$ cat config.mk
export PLATFORM = sky130hd
export DESIGN_NAME = rsvp_message_object_validator_unit
export DESIGN_NICKNAME = d
export VERILOG_FILES = /design/src/hw/rtl/rmov_pkg.sv /design/src/hw/rtl/rsvp_message_object_validator_unit.sv
export VERILOG_INCLUDE_DIRS = /design/src /design/src/hw/rtl
export SDC_FILE = /design/constraint.sdc
export NUM_CORES = 1
export LEC_CHECK = 0
export BUFFER_PORTS_ARGS = -buffer_cell sky130_fd_sc_hd__buf_2
export CAP_MARGIN = 5
export CORE_MARGIN = 4
export CORE_UTILIZATION = 35
export CTS_BUF_LIST = sky130_fd_sc_hd__clkbuf_16
export DETAILED_ROUTE_END_ITERATION = 12
export PLACE_DENSITY = 0.56
export SYNTH_ARGS = -nofsm -noshare
export SYNTH_HDL_FRONTEND = slang
export SYNTH_SLANG_ARGS = --single-unit
$ cat constraint.sdc
create_clock -name clk -period 5.5 [get_ports clk]
set_input_delay 0.275 -clock clk [delete_from_list [all_inputs] [get_ports clk]]
set_output_delay 0.275 -clock clk [all_outputs]
set_load 0.05 [all_outputs]
$ cat src/hw/rtl/rsvp_message_object_validator_unit_assert.svh
// Assertion macros shared by the validator RTL.
// Each macro expects a clock named clk and an active-low reset named arst_n in scope.
`ifndef RSVP_MESSAGE_OBJECT_VALIDATOR_UNIT_ASSERT_SVH
`define RSVP_MESSAGE_OBJECT_VALIDATOR_UNIT_ASSERT_SVH

// Same-cycle implication.
`define RMOV_ASSERT_NOW(lbl, ante, cons, msg) \
	lbl: assert property (@(posedge clk) disable iff (!arst_n) (ante) |-> (cons)) \
		else $error(msg);

// Next-cycle implication.
`define RMOV_ASSERT_NEXT(lbl, ante, cons, msg) \
	lbl: assert property (@(posedge clk) disable iff (!arst_n) (ante) |=> (cons)) \
		else $error(msg);

`endif

$ cat src/hw/rtl/rmov_pkg.sv
`timescale 1ns / 1ps

package rmov_pkg;

	// RSVP message types
	localparam logic [2:0] MSG_NONE      = 3'd0;
	localparam logic [2:0] MSG_PATH      = 3'd1;
	localparam logic [2:0] MSG_RESV      = 3'd2;
	localparam logic [2:0] MSG_PATHERR   = 3'd3;
	localparam logic [2:0] MSG_RESVERR   = 3'd4;
	localparam logic [2:0] MSG_PATHTEAR  = 3'd5;
	localparam logic [2:0] MSG_RESVTEAR  = 3'd6;
	localparam logic [2:0] MSG_RESVCONF  = 3'd7;

	// Object class numbers
	localparam logic [7:0] CLS_NULL        = 8'd0;
	localparam logic [7:0] CLS_SESSION     = 8'd1;
	localparam logic [7:0] CLS_HOP         = 8'd3;
	localparam logic [7:0] CLS_INTEGRITY   = 8'd4;
	localparam logic [7:0] CLS_TIMEVALUES  = 8'd5;
	localparam logic [7:0] CLS_ERRORSPEC   = 8'd6;
	localparam logic [7:0] CLS_SCOPE       = 8'd7;
	localparam logic [7:0] CLS_STYLE       = 8'd8;
	localparam logic [7:0] CLS_FLOWSPEC    = 8'd9;
	localparam logic [7:0] CLS_FILTERSPEC  = 8'd10;
	localparam logic [7:0] CLS_SNDTEMPLATE = 8'd11;
	localparam logic [7:0] CLS_SNDTSPEC    = 8'd12;
	localparam logic [7:0] CLS_POLICY      = 8'd14;
	localparam logic [7:0] CLS_RESVCONFIRM = 8'd15;

	// Error codes
	localparam logic [2:0] ERR_NONE        = 3'd0;
	localparam logic [2:0] ERR_DUP         = 3'd1;
	localparam logic [2:0] ERR_INVALID     = 3'd2;
	localparam logic [2:0] ERR_MISSING     = 3'd3;
	localparam logic [2:0] ERR_NOFLOW      = 3'd4;
	localparam logic [2:0] ERR_BEFORESTYLE = 3'd5;
	localparam logic [2:0] ERR_NODESC      = 3'd6;

	// ResvErr descriptor position
	localparam logic [1:0] TAIL_WANT_FLOW   = 2'd0;
	localparam logic [1:0] TAIL_WANT_FILTER = 2'd1;
	localparam logic [1:0] TAIL_DONE        = 2'd2;

	localparam int NEED_DEPTH = 6;

	typedef logic [15:0] class_mask_t;
	typedef logic [3:0]  class_idx_t;
	typedef class_idx_t  need_row_t [NEED_DEPTH];

	typedef struct packed {
		logic       found;
		class_idx_t cls;
	} rmov_miss_t;

	function automatic class_mask_t cbit(logic [7:0] c);
		class_mask_t m;
		m = '0;
		m[c[3:0]] = 1'b1;
		return m;
	endfunction

	// Classes that may appear at most once ahead of the descriptor list.
	function automatic class_mask_t allowed_once(logic [2:0] t);
		class_mask_t m;
		unique case (t)
			MSG_PATH:     m = cbit(CLS_SESSION) | cbit(CLS_HOP) | cbit(CLS_TIMEVALUES)
			                  | cbit(CLS_SNDTEMPLATE) | cbit(CLS_SNDTSPEC);
			MSG_RESV:     m = cbit(CLS_SESSION) | cbit(CLS_HOP) | cbit(CLS_TIMEVALUES)
			                  | cbit(CLS_RESVCONFIRM) | cbit(CLS_SCOPE);
			MSG_PATHERR:  m = cbit(CLS_SESSION) | cbit(CLS_ERRORSPEC) | cbit(CLS_SNDTEMPLATE)
			                  | cbit(CLS_SNDTSPEC);
			MSG_RESVERR:  m = cbit(CLS_SESSION) | cbit(CLS_HOP) | cbit(CLS_ERRORSPEC)
			                  | cbit(CLS_SCOPE);
			MSG_PATHTEAR: m = cbit(CLS_SESSION) | cbit(CLS_HOP) | cbit(CLS_SNDTEMPLATE)
			                  | cbit(CLS_SNDTSPEC);
			MSG_RESVTEAR: m = cbit(CLS_SESSION) | cbit(CLS_HOP) | cbit(CLS_SCOPE);
			MSG_RESVCONF: m = cbit(CLS_SESSION) | cbit(CLS_ERRORSPEC) | cbit(CLS_RESVCONFIRM);
			default:      m = '0;
		endcase
		return m;
	endfunction

	// Mandatory classes in check order; zero ends the list.
	function automatic need_row_t need_list(logic [2:0] t);
		need_row_t r;
		r = '{default: '0};
		unique case (t)
			MSG_PATH: begin
				r[0] = CLS_SESSION[3:0]; r[1] = CLS_HOP[3:0]; r[2] = CLS_TIMEVALUES[3:0];
				r[3] = CLS_SNDTEMPLATE[3:0]; r[4] = CLS_SNDTSPEC[3:0];
			end
			MSG_RESV: begin
				r[0] = CLS_SESSION[3:0]; r[1] = CLS_HOP[3:0]; r[2] = CLS_TIMEVALUES[3:0];
				r[3] = CLS_STYLE[3:0];
			end
			MSG_PATHERR: begin
				r[0] = CLS_SESSION[3:0]; r[1] = CLS_ERRORSPEC[3:0];
				r[2] = CLS_SNDTEMPLATE[3:0]; r[3] = CLS_SNDTSPEC[3:0];
			end
			MSG_RESVERR: begin
				r[0] = CLS_SESSION[3:0]; r[1] = CLS_HOP[3:0]; r[2] = CLS_ERRORSPEC[3:0];
				r[3] = CLS_STYLE[3:0]; r[4] = CLS_FLOWSPEC[3:0]; r[5] = CLS_FILTERSPEC[3:0];
			end
			MSG_PATHTEAR: begin
				r[0] = CLS_SESSION[3:0]; r[1] = CLS_HOP[3:0]; r[2] = CLS_SNDTEMPLATE[3:0];
			end
			MSG_RESVTEAR: begin
				r[0] = CLS_SESSION[3:0]; r[1] = CLS_HOP[3:0]; r[2] = CLS_STYLE[3:0];
			end
			MSG_RESVCONF: begin
				// ResvConfirm is checked ahead of Style
				r[0] = CLS_SESSION[3:0]; r[1] = CLS_ERRORSPEC[3:0];
				r[2] = CLS_RESVCONFIRM[3:0]; r[3] = CLS_STYLE[3:0];
			end
			default: r = '{default: '0};
		endcase
		return r;
	endfunction

	function automatic rmov_miss_t first_missing(logic [2:0] t, class_mask_t seen);
		need_row_t  r;
		rmov_miss_t res;
		logic       stop;
		r    = need_list(t);
		res  = '0;
		stop = 1'b0;
		for (int i = 0; i < NEED_DEPTH; i++) begin
			if (!stop) begin
				if (r[i] == '0) begin
					stop = 1'b1;
				end else if (!seen[r[i]]) begin
					res.found = 1'b1;
					res.cls   = r[i];
					stop      = 1'b1;
				end
			end
		end
		return res;
	endfunction

endpackage

$ cat src/hw/rtl/rsvp_message_object_validator_unit.sv
`timescale 1ns / 1ps

// RSVP message object validator. Feed the object headers of one RSVP message, one
// transaction per object: msg_type and the class number in tdata, the first-object mark in
// tuser and the last-object mark in tlast. Each object is checked for order and
// multiplicity against the RFC 2205 rules of its message type (Path through
// ResvConf); the first error is latched and the rest of the message is ignored.
// On the last object one verdict transaction comes out: valid_res, error_code and
// the class that caused the error. Objects that are not last give no output. A
// leading Integrity object is skipped; a first mark in mid message restarts.
// Throughput is one object per clock while no last object stalls: the whole
// per-object check is a mask and flag update between the input register and the
// state/result registers. An object passes the input register, then its verdict the
// output register. The input register keeps taking objects while a verdict waits in
// the output register; only a second last-object stalls until the pending verdict is taken.

module rsvp_message_object_validator_unit (
	input  logic        clk,
	input  logic        arst_n,

	input  logic        s_axis_tvalid,
	output logic        s_axis_tready,
	input  logic [15:0] s_axis_tdata,  // [2:0] msg_type, [10:3] object class, [15:11] zero
	input  logic        s_axis_tuser,  // [0] first_object
	input  logic        s_axis_tlast,  // last_object

	output logic        m_axis_tvalid,
	input  logic        m_axis_tready,
	output logic [15:0] m_axis_tdata   // [0] valid_res, [3:1] error_code,
	                                   // [11:4] error_class, [15:12] zero
);

	import rmov_pkg::*;

	// input register
	logic        valid_s1;
	logic [2:0]  type_s1;
	logic [7:0]  class_s1;
	logic        first_s1;
	logic        last_s1;

	// message state
	logic [2:0]  type_q;
	class_mask_t mask_q;
	logic        phase_q;      // inside flow-descriptor list
	logic        flow_q;       // FlowSpec held for following FilterSpec
	logic        desc_q;       // at least one descriptor completed
	logic [1:0]  tail_q;       // ResvErr descriptor position
	logic [2:0]  err_q;
	logic [7:0]  ecls_q;

	// output register
	logic        out_valid_q;
	logic        res_ok_q;
	logic [2:0]  res_code_q;
	logic [7:0]  res_cls_q;

	logic        adv;

	// A last object needs the output register free (or draining this cycle).
	assign adv           = valid_s1 && (!last_s1 || !out_valid_q || m_axis_tready);
	assign s_axis_tready = !valid_s1 || adv;

	always_ff @(posedge clk or negedge arst_n) begin
		if (!arst_n) begin
			valid_s1 <= 1'b0;
		end else if (s_axis_tready) begin
			valid_s1 <= s_axis_tvalid;
		end
	end

	always_ff @(posedge clk) begin
		if (s_axis_tvalid && s_axis_tready) begin
			type_s1  <= s_axis_tdata[2:0];
			class_s1 <= s_axis_tdata[10:3];
			first_s1 <= s_axis_tuser;
			last_s1  <= s_axis_tlast;
		end
	end

	// ---------------------------------------------------------------
	// Per-object check
	// ---------------------------------------------------------------
	logic [2:0]  t;
	class_mask_t b_mask, n_mask;
	logic        b_phase, n_phase;
	logic        b_flow, n_flow;
	logic        b_desc, n_desc;
	logic [1:0]  b_tail, n_tail;
	logic [2:0]  b_err, n_err, f_err;
	logic [7:0]  b_cls, n_cls, f_cls;
	logic        proc;
	logic        c_small;
	logic        has_desc;
	class_mask_t once_m;
	rmov_miss_t  miss;

	always_comb begin
		// a first mark starts from cleared state
		if (first_s1) begin
			t       = type_s1;
			b_mask  = '0;
			b_phase = 1'b0;
			b_flow  = 1'b0;
			b_desc  = 1'b0;
			b_tail  = TAIL_WANT_FLOW;
			b_err   = ERR_NONE;
			b_cls   = '0;
		end else begin
			t       = type_q;
			b_mask  = mask_q;
			b_phase = phase_q;
			b_flow  = flow_q;
			b_desc  = desc_q;
			b_tail  = tail_q;
			b_err   = err_q;
			b_cls   = ecls_q;
		end

		n_mask  = b_mask;
		n_phase = b_phase;
		n_flow  = b_flow;
		n_desc  = b_desc;
		n_tail  = b_tail;
		n_err   = b_err;
		n_cls   = b_cls;

		c_small  = (class_s1[7:4] == 4'd0);
		has_desc = (t == MSG_RESV) || (t == MSG_RESVERR) || (t == MSG_RESVTEAR)
		        || (t == MSG_RESVCONF);
		once_m   = allowed_once(t);
		proc     = !(first_s1 && class_s1 == CLS_INTEGRITY) && (b_err == ERR_NONE);

		// no error is latched when proc is set, so any failure here is the first
		if (proc && !(class_s1 == CLS_NULL && t != MSG_NONE)) begin
			if (b_phase) begin
				if (t == MSG_RESVERR) begin
					// strict Style, FlowSpec, FilterSpec order
					priority case (b_tail)
						TAIL_WANT_FLOW: begin
							if (class_s1 == CLS_FLOWSPEC) begin
								n_mask = b_mask | cbit(CLS_FLOWSPEC);
								n_tail = TAIL_WANT_FILTER;
							end else begin
								n_err = (class_s1 == CLS_FILTERSPEC) ? ERR_NOFLOW : ERR_INVALID;
								n_cls = class_s1;
							end
						end
						TAIL_WANT_FILTER: begin
							if (class_s1 == CLS_FILTERSPEC) begin
								n_mask = b_mask | cbit(CLS_FILTERSPEC);
								n_tail = TAIL_DONE;
							end else begin
								n_err = (class_s1 == CLS_FLOWSPEC) ? ERR_DUP : ERR_INVALID;
								n_cls = class_s1;
							end
						end
						default: begin
							n_err = (class_s1 == CLS_FLOWSPEC || class_s1 == CLS_FILTERSPEC)
							      ? ERR_DUP : ERR_INVALID;
							n_cls = class_s1;
						end
					endcase
				end else if (class_s1 == CLS_FLOWSPEC) begin
					// ResvTear ignores FlowSpec in its descriptor list
					if (t != MSG_RESVTEAR) n_flow = 1'b1;
				end else if (class_s1 == CLS_FILTERSPEC) begin
					if (t != MSG_RESVTEAR && !b_flow) begin
						n_err = ERR_NOFLOW;
						n_cls = class_s1;
					end else begin
						n_desc = 1'b1;
					end
				end else begin
					n_err = ERR_INVALID;
					n_cls = class_s1;
				end
			end else if (c_small && once_m[class_s1[3:0]]) begin
				if (b_mask[class_s1[3:0]]) begin
					n_err = ERR_DUP;
					n_cls = class_s1;
				end else begin
					n_mask = b_mask | cbit(class_s1);
				end
			end else if (class_s1 == CLS_POLICY && (t == MSG_PATH || t == MSG_RESV
			             || t == MSG_PATHERR || t == MSG_RESVERR)) begin
				// policy data may repeat freely
			end else if (class_s1 == CLS_STYLE && has_desc) begin
				n_mask  = b_mask | cbit(CLS_STYLE);
				n_phase = 1'b1;
			end else if (t == MSG_RESVCONF
			             && (class_s1 == CLS_FLOWSPEC || class_s1 == CLS_FILTERSPEC)) begin
				n_err = ERR_BEFORESTYLE;
				n_cls = class_s1;
			end else begin
				n_err = ERR_INVALID;
				n_cls = class_s1;
			end
		end

		// end-of-message checks
		miss  = first_missing(t, n_mask);
		f_err = n_err;
		f_cls = n_cls;
		if (n_err == ERR_NONE) begin
			priority if (t == MSG_NONE) begin
				f_err = ERR_MISSING;
				f_cls = '0;
			end else if (miss.found) begin
				f_err = ERR_MISSING;
				f_cls = {4'd0, miss.cls};
			end else if (t == MSG_RESVCONF && !n_flow) begin
				f_err = ERR_NODESC;
				f_cls = '0;
			end else if ((t == MSG_RESV || t == MSG_RESVTEAR || t == MSG_RESVCONF)
			             && !n_desc) begin
				f_err = ERR_NODESC;
				f_cls = '0;
			end else begin
				f_err = ERR_NONE;
				f_cls = '0;
			end
		end
	end

	// state registers: cleared after each verdict
	always_ff @(posedge clk or negedge arst_n) begin
		if (!arst_n) begin
			type_q  <= MSG_NONE;
			mask_q  <= '0;
			phase_q <= 1'b0;
			flow_q  <= 1'b0;
			desc_q  <= 1'b0;
			tail_q  <= TAIL_WANT_FLOW;
			err_q   <= ERR_NONE;
			ecls_q  <= '0;
		end else if (adv) begin
			if (last_s1) begin
				type_q  <= MSG_NONE;
				mask_q  <= '0;
				phase_q <= 1'b0;
				flow_q  <= 1'b0;
				desc_q  <= 1'b0;
				tail_q  <= TAIL_WANT_FLOW;
				err_q   <= ERR_NONE;
				ecls_q  <= '0;
			end else begin
				type_q  <= t;
				mask_q  <= n_mask;
				phase_q <= n_phase;
				flow_q  <= n_flow;
				desc_q  <= n_desc;
				tail_q  <= n_tail;
				err_q   <= n_err;
				ecls_q  <= n_cls;
			end
		end
	end

	// verdict output register
	always_ff @(posedge clk or negedge arst_n) begin
		if (!arst_n) begin
			out_valid_q <= 1'b0;
		end else if (adv && last_s1) begin
			out_valid_q <= 1'b1;
		end else if (m_axis_tready) begin
			out_valid_q <= 1'b0;
		end
	end

	always_ff @(posedge clk) begin
		if (adv && last_s1) begin
			res_ok_q   <= (f_err == ERR_NONE);
			res_code_q <= f_err;
			res_cls_q  <= f_cls;
		end
	end

	assign m_axis_tvalid = out_valid_q;
	assign m_axis_tdata  = {4'd0, res_cls_q, res_code_q, res_ok_q};

	// ---------------------------------------------------------------
	// Assertions
	// ---------------------------------------------------------------
`include "rsvp_message_object_validator_unit_assert.svh"

	`RMOV_ASSERT_NEXT(a_clear_after_verdict, adv && last_s1,
		err_q == ERR_NONE && mask_q == '0 && !phase_q && type_q == MSG_NONE,
		"message state not cleared after verdict")
	`RMOV_ASSERT_NEXT(a_error_sticky, adv && !last_s1 && !first_s1 && err_q != ERR_NONE,
		err_q == $past(err_q) && ecls_q == $past(ecls_q),
		"latched error changed in mid message")
	`RMOV_ASSERT_NOW(a_phase_needs_style, phase_q, mask_q[CLS_STYLE[3:0]],
		"descriptor phase without Style seen")
	`RMOV_ASSERT_NOW(a_tail_range, 1'b1, tail_q != 2'd3,
		"ResvErr descriptor position out of range")
	`RMOV_ASSERT_NOW(a_ok_clean, m_axis_tvalid && m_axis_tdata[0],
		m_axis_tdata[3:1] == ERR_NONE && m_axis_tdata[11:4] == 8'd0,
		"passing verdict carries an error code or class")

endmodule

==> results of run 1 <==
## layer usage
| layer | wire length (um) | track usage (%) | part of all wire, % | vias up |
|---|---|---|---|---|
| met1 | 5820 | 24.9 | 45 | 1900 |
| met3 | 916 | 5.03 | 7.1 | 36 |
| li1 | - | - | - | 1781 |
| met4 | 396 | 8.36 | 3.1 | 0 |
| met5 | 0 | 0 | 0 | - |
| met2 | 5810 | 27.8 | 45 | 158 |
## report_power, final
part | switching (mW) | internal [mW] | total (mW) | leakage (nW)
registers | 0.0330 | 0.512 | 0.545 | 0.740
logic | 0.206 | 0.0988 | 0.305 | 1.03
clock network | 0.237 | 0.311 | 0.548 | 0.134
total | 0.476 | 0.922 | 1.40 | 1.90
## flip-flops by register name, indices dropped and copies added (netlist names)
register / cells
tail_q: 2
res_code_q: 3
first_s1: 1
m_axis_tvalid: 1
type_s1: 3
type_q: 3
class_s1: 8
valid_s1: 1
flow_q: 1
last_s1: 1
mask_q: 16
res_cls_q: 8
phase_q: 1
ecls_q: 8
err_q: 3
desc_q: 1
res_ok_q: 1
## kinds of logic after synthesis
logic type               after synthesis
multiplexers                          16
flip-flops                            62
XOR/XNOR                               3
AO/OA/AOI/OAI                        157
buffers and inverters                 52
other                                  1
AND/OR/NAND/NOR                      171
adder cells (fa/ha/maj)                2
## critical path, delay by kind of cell (launching register included)
kind	cells	cell delay, ns
compound gates	4	0.97
buf+inv	1	0.24
flops	1	0.92
mux	2	0.81
simple gates	5	1.14
## cells in the mapped netlist (all sizes together), types with 3 or more instances
| master | number |
|---|---|
| nand2 | 52 |
| nand3 | 8 |
| nor2b | 9 |
| inv | 17 |
| edfxtp | 25 |
| a31o | 3 |
| clkbuf | 19 |
| a22o | 17 |
| or2 | 5 |
| mux2i | 12 |
| o31ai | 8 |
| nand2b | 8 |
| nand3b | 3 |
| a211oi | 5 |
| o41ai | 3 |
| nor4 | 3 |
| nor3 | 13 |
| a221oi | 6 |
| o2111ai | 3 |
| o21a | 3 |
| nand4 | 4 |
| o21ai | 32 |
| o221ai | 3 |
| o22ai | 4 |
| a21o | 7 |
| o32ai | 6 |
| o211ai | 6 |
| and2 | 10 |
| a21oi | 17 |
| nor2 | 42 |
| dfrtp | 37 |
| a31oi | 3 |
| a22oi | 6 |
| a32o | 5 |
| xnor2 | 3 |
| buf | 16 |
## through the flow
stage          worst slack [ns]  util (%)
6_report                   1.12      38.6
5_1_grt                   0.753      38.6
4_1_cts                    1.14      38.6
3_5_place_dp               1.16      36.3
3_3_place_gp               1.19      36.3
2_1_floorplan              2.22         -
## area by class of cell
class | count | area, um^2
multi-input cells | 353 | 2420
flip-flops and latches | 62 | 1680
clock buffers | 9 | 225
well taps | 172 | 215
inverters | 17 | 63.8
clock inverters | 7 | 57.6
fillers | 1246 | 7720
repair buffers | 35 | 188
## worst paths after layout
path / start / end / slack [ns] / depth (start not counted)
worst min-delay path: arst_n / mask_q[11] / 0.06 / 1
max in group asynchronous: arst_n / err_q[2] / 4.87 / 1
worst max register to register: first_s1 / res_cls_q[2] / 1.12 / 12
worst min register to register: ecls_q[2] / ecls_q[2] / 0.48 / 2
worst max-delay path: first_s1 / res_cls_q[2] / 1.12 / 12
min in group clk: s_axis_tdata[7] / class_s1[4] / 0.11 / 1
==> results.ini, run 1 <==
[status]
outcome = complete, no violations

[synth]
synth_top_family_by_area = compound AO/OA/AOI/OAI gates
yosysWarnings = 0
synth_top_area_share_pct = 20.7
muxShareOfSynthArea_pct = 5.12
synth_edf_count = 25
synth_fa_ha_area_share_pct = 0.895
yosys.cell_types.count = 89
synth_flop_cell = dfrtp_1
yosysSeqAreaShare_pct = 37.5
syn_area_per_cell_um2 = 9.65
synthXorXnorAreaFrac_pct = 0.587
yosysTopAreaCell = dfrtp_1
synth_area_leaders = dfrtp_1 21%, edfxtp_1 17%, nand2_1 4.3%
synth_simple_gate_area_share_pct = 19.6
syn_inst = 464
ys_async_sr_fraction_pct = 59.7
netlist_area_mm2 = 0.00448
synth-seq-cells = 62
synth_compound_area_share_pct = 27.6

[critical_path]
path_cells = mux2i_4, inv_1, nor3_1, o211ai_1, a221oi_4, nand2_4, nor2_1, o2111ai_1, nor4_1, mux2_4, nand4b_1, o22ai_1
cp.arrival_ns = 4.44
end_kind = flip-flop
slowest_delay_ns = 0.92
crit_slowest_cell = edfxtp_1
crit_type = reg2reg
required_ns = 5.57
critPathLaunchType = flip-flop
crit_path_max_fanout = 21

[placed_design]
gp_congestion = 1.01
post-place-cells = 639
io_buffers = 30
place_area_mm2 = 0.00457
post-dp-hpwl_um = 9480

[global_routing]
grt_max_degree = 38
grt_antenna_before_repair = 0
track_usage_pct = 18.5
grt_pass1_wl_um = 21100
grt_overflow = 0
grt_pass1_vias = 3892

[timing]
hold_ws_ns = 0.0649
slew_viol_final = 0
setup_violations = 0
hold_viol_final = 0
rsz0062_at_grt = no
tightest_slew_ns = 1.06
fin_setup_tns_ns = 0
fmax_mhz = 228
finalCritPeriodShare_pct = 79.6
slew_headroom_pct = 28.8
layout_min_cycle_time_ns = 4.38
finalClockSkew_ns = 0.00749

[drt]
viasPerCell = 5.92
antenna_left = 0
via_count = 3875
drt_iter0_drc = 336
detail_route.first_pass.iterations = 5
totalWireLength_um = 12900
drcViolationCount = 0
post_drt_wl_per_cell_um = 19.8

[finish]
layoutNonFillerInstCount = 655
layout_commonest_cell = nand2_1
final_cell_mix = 51 x nand2_1, 41 x nor2_1, 37 x dfrtp_1
area_growth_syn_to_layout_pct = 8.36
final_cell_area_mm2 = 0.00485
fin_nets = 502
drive_above_1_share_pct = 18.8
n_antenna_cell = 0

[power]
power.total_mw = 1.40
ir_drop_uv = 111
p_leak_nw = 1.90
power_density_mw_per_mm2 = 288

[floorplan]
start_util_pct = 35.6
dieWidth_um = 121
row_count = 41
die_area_mm2 = 0.0147
core_area_mm2 = 0.0126
die_height_um = 121
io_pins = 40

[clock_tree]
numClockSinks = 62
holdBufCountCts = 0
ctsHtreeMaxLevel = 3
clockBufferDepth = 2
root_buffer = clkbuf_16
postCtsResizedCells = 0
cts_tree = built
clkSlewWorstSetupHoldPaths_ns = 0.06
numCtsBuffers = 9
cts_setup_buffers = 0
clk_latency_ns = 0.34

[job]
cap_violations = 0

[min_path]
hold_class = in2async

Note: power is estimated with default switching activity, not from simulation.
==> inputs of run 2 (changes only) <==
--- a/config.mk
+++ b/config.mk
@@ -6,13 +6,14 @@
 export SDC_FILE = /design/constraint.sdc
 export NUM_CORES = 1
 export LEC_CHECK = 0
+export ABC_AREA = 1
 export BUFFER_PORTS_ARGS = -buffer_cell sky130_fd_sc_hd__buf_2
 export CAP_MARGIN = 5
 export CORE_MARGIN = 4
 export CORE_UTILIZATION = 35
 export CTS_BUF_LIST = sky130_fd_sc_hd__clkbuf_16
 export DETAILED_ROUTE_END_ITERATION = 12
-export PLACE_DENSITY = 0.56
+export PLACE_DENSITY = 0.58
 export SYNTH_ARGS = -nofsm -noshare
 export SYNTH_HDL_FRONTEND = slang
 export SYNTH_SLANG_ARGS = --single-unit
==> constraint.sdc (replaced) <==
create_clock -name clk -period 4 [get_ports clk]
set_input_delay 0.2 -clock clk [delete_from_list [all_inputs] [get_ports clk]]
set_output_delay 0.2 -clock clk [all_outputs]
set_load 0.05 [all_outputs]
==> run 2 against run 1 <==
  * Die area fell by 0.91%
  * Area after synthesis fell by 0.98%
  * Critical path depth rose by 12
  * Largest power group unchanged
  * Critical path type unchanged
  * Fmax rose by 25%
  * Combinational power rose by 55%
  * Final cell count rose by 27%
  * Register-to-register slack got worse by 0.63 ns
  * Total power rose by 42%
  * Global-route usage rose by 0.88 points
==> results.ini, run 2 <==
[critical_path]
setup.worst_path.start = first_s1
crit_path_max_fanout = 22  ; +4.8%
cp.arrival_ns = 3.61  ; -0.83 ns
worstPathBufferInverterCount = 2  ; +1
critPathLaunchType = flip-flop
slowest_delay_ns = 0.61  ; -0.31 ns
required_ns = 4.10  ; -1.47 ns
cp_common_cell = nand2_1
worstReg2RegStart = first_s1
cp_top_family = simple AND/OR/NAND/NOR gates
end_kind = flip-flop
crit_slowest_cell = edfxtp_1
path_cells = inv_4, buf_4, nand2_1, nor2_1, nor2_1, nand2_1, nand2_1, nand2_1, nor2_1, nand2_1, nor2_1, nand3_1, nand2_1, nand2_1, nand3_1, nand3_1, nand3_1, nand2_1, nand2_1, nor2_1, o21ai_0, nand3_1, nand2_1, nand2_1
crit_type = reg2reg

[finish]
largest_reg_flops = 16  ; unchanged
final_cell_mix = 158 x nand2_1, 85 x nor2_1, 80 x inv_1
final-seq-area_mm2 = 0.00168  ; unchanged
fill_cells = 1302  ; +4.5%
n_antenna_cell = 0  ; unchanged
area_growth_syn_to_layout_pct = 14.2
max_flop_register = mask_q
layoutNonFillerInstCount = 835  ; +27%
drive_above_1_share_pct = 16.3  ; -2.5 points
layout_commonest_cell = nand2_1
final_cell_area_mm2 = 0.00506  ; +4.3%
fin_nets = 686  ; +37%
multi_input_area_mm2 = 0.00228  ; -5.7%

[min_path]
hold_class = in2async

[synth]
synth-seq-cells = 62  ; unchanged
netlist_area_mm2 = 0.00443  ; -0.98%
synth_area_leaders = dfrtp_1 21%, edfxtp_1 17%, nand2_1 13%
synth_top_area_share_pct = 20.9  ; +0.20 points
syn_inst = 627  ; +35%
yosysSeqAreaShare_pct = 37.8  ; +0.37 points
synth_flop_cell = dfrtp_1
synthTopCellsByCount = 158 x nand2_1, 85 x nor2_1, 78 x inv_1, 45 x nand3_1, 37 x dfrtp_1
syn_area_per_cell_um2 = 7.07  ; -27%
synth_edf_count = 25  ; unchanged
yosys.cell_types.count = 49  ; -45%
synth_most_common_cell = nand2_1
yosysWarnings = 0  ; unchanged
yosysTopAreaCell = dfrtp_1
ys_async_sr_fraction_pct = 59.7  ; unchanged

[timing]
fin_setup_tns_ns = 0  ; unchanged
finalCritPeriodShare_pct = 87.7  ; +8.1 points
slew_headroom_pct = 36.6  ; +7.8 points
tightest_slew_ns = 0.951  ; -0.114 ns
setup_violations = 0  ; unchanged
rsz0062_at_grt = no
hold_viol_final = 0  ; unchanged
finalClockSkew_ns = 0.00828  ; +0.000789 ns
layout_min_cycle_time_ns = 3.51  ; -0.868 ns
slew_viol_final = 0  ; unchanged
fmax_mhz = 285  ; +25%

[drt]
drt_iter0_drc = 491  ; +46%
detail_route.first_pass.iterations = 5  ; unchanged
antenna_left = 0  ; unchanged
totalWireLength_um = 13700  ; +5.5%
viasPerCell = 5.31  ; -10%
post_drt_wl_per_cell_um = 16.4  ; -17%
drcViolationCount = 0  ; unchanged
via_count = 4434  ; +14%

[floorplan]
start_util_pct = 36.3  ; +0.68 points
die_height_um = 121  ; -0.46%
core_area_mm2 = 0.0122  ; -2.8%
row_count = 40  ; -2.4%
io_pins = 40  ; unchanged
dieWidth_um = 121  ; -0.46%
die_area_mm2 = 0.0145  ; -0.91%

[clock_tree]
holdBufCountCts = 0  ; unchanged
cts_tree = built
postCtsResizedCells = 0  ; unchanged
root_buffer = clkbuf_16
numClockSinks = 62  ; unchanged
numCtsBuffers = 9  ; unchanged
cts_setup_buffers = 0  ; unchanged
ctsHtreeMaxLevel = 3  ; unchanged
clockBufferDepth = 2  ; unchanged
clk_latency_ns = 0.35  ; about the same
clkSlewWorstSetupHoldPaths_ns = 0.06  ; about the same

[global_routing]
grt_antenna_before_repair = 0  ; unchanged
grt_max_degree = 38  ; unchanged
grt_overflow = 0  ; unchanged
grt_pass1_vias = 4112  ; +5.7%
track_usage_pct = 19.4  ; +0.88 points
grt_pass1_wl_um = 22000  ; +3.9%

[job]
cap_violations = 0  ; unchanged

[power]
p_leak_nw = 2.35  ; +23%
power_density_mw_per_mm2 = 393  ; +36%
ir_drop_uv = 212  ; +91%
power.total_mw = 1.99  ; +42%

[placed_design]
io_buffers = 30  ; unchanged
place_area_mm2 = 0.00477  ; +4.4%
post-dp-hpwl_um = 10100  ; +6.7%
post-place-cells = 819  ; +28%
gp_congestion = 0.919  ; -9.2%

[status]
outcome = complete, no violations

[run 2: logic make-up after synthesis]
group / Yosys count / synth area share, %
other: 1 / 0.0846
adders and majority gates: 2 / 0.903
DFF: 62 / 37.8
buffers and inverters: 114 / 10.9
and+or+nand+nor: 335 / 34.1
AOI/OAI and AO/OA: 113 / 16.2
[run 2: final timing paths]
path,end,slack (ns),cells past startpoint
max,res_cls_q[0],0.49,24
min,tail_q[0],0.007,1
max reg2reg,res_cls_q[0],0.49,24
min reg2reg,mask_q[13],0.49,2
max in group asynchronous,type_q[0],3.40,1
min in group clk,type_s1[2],0.03,1
[run 2: report_power, final]
group          leakage, nW  internal (mW)  total, mW  switching [mW]
registers            0.741          0.714      0.736          0.0225
logic                 1.46          0.125      0.472           0.347
clock network        0.148          0.478      0.780           0.302
[run 2: cell type report]
type / count / area share (%)
inverters: 92 / 6.87
repair buffers: 43 / 4.90
clock inverters: 7 / 1.34
flip-flops and latches: 62 / 33.1
well taps: 168 / 4.15
clock buffers: 9 / 4.45
multi-input cells: 454 / 45.2
[run 2: metrics by stage]
| step | utilization, % | worst slack, ns | hold WS [ns] |
|---|---|---|---|
| after floorplan | - | 1.36 | -0.0956 |
| after global placement | 39.0 | 0.552 | 0.377 |
| after detailed placement | 39.0 | 0.538 | 0.378 |
| after CTS | 41.4 | 0.513 | 0.0105 |
| after global routing | 41.4 | 0.154 | 0.0121 |
| final | 41.4 | 0.491 | 0.00750 |
[run 2: per-layer routing]
layer,GRT usage (%),part of all wire (%)
met2,28.7,43
met1,28.1,47
met3,3.51,6.6
met5,0,0
met4,7.44,2.5
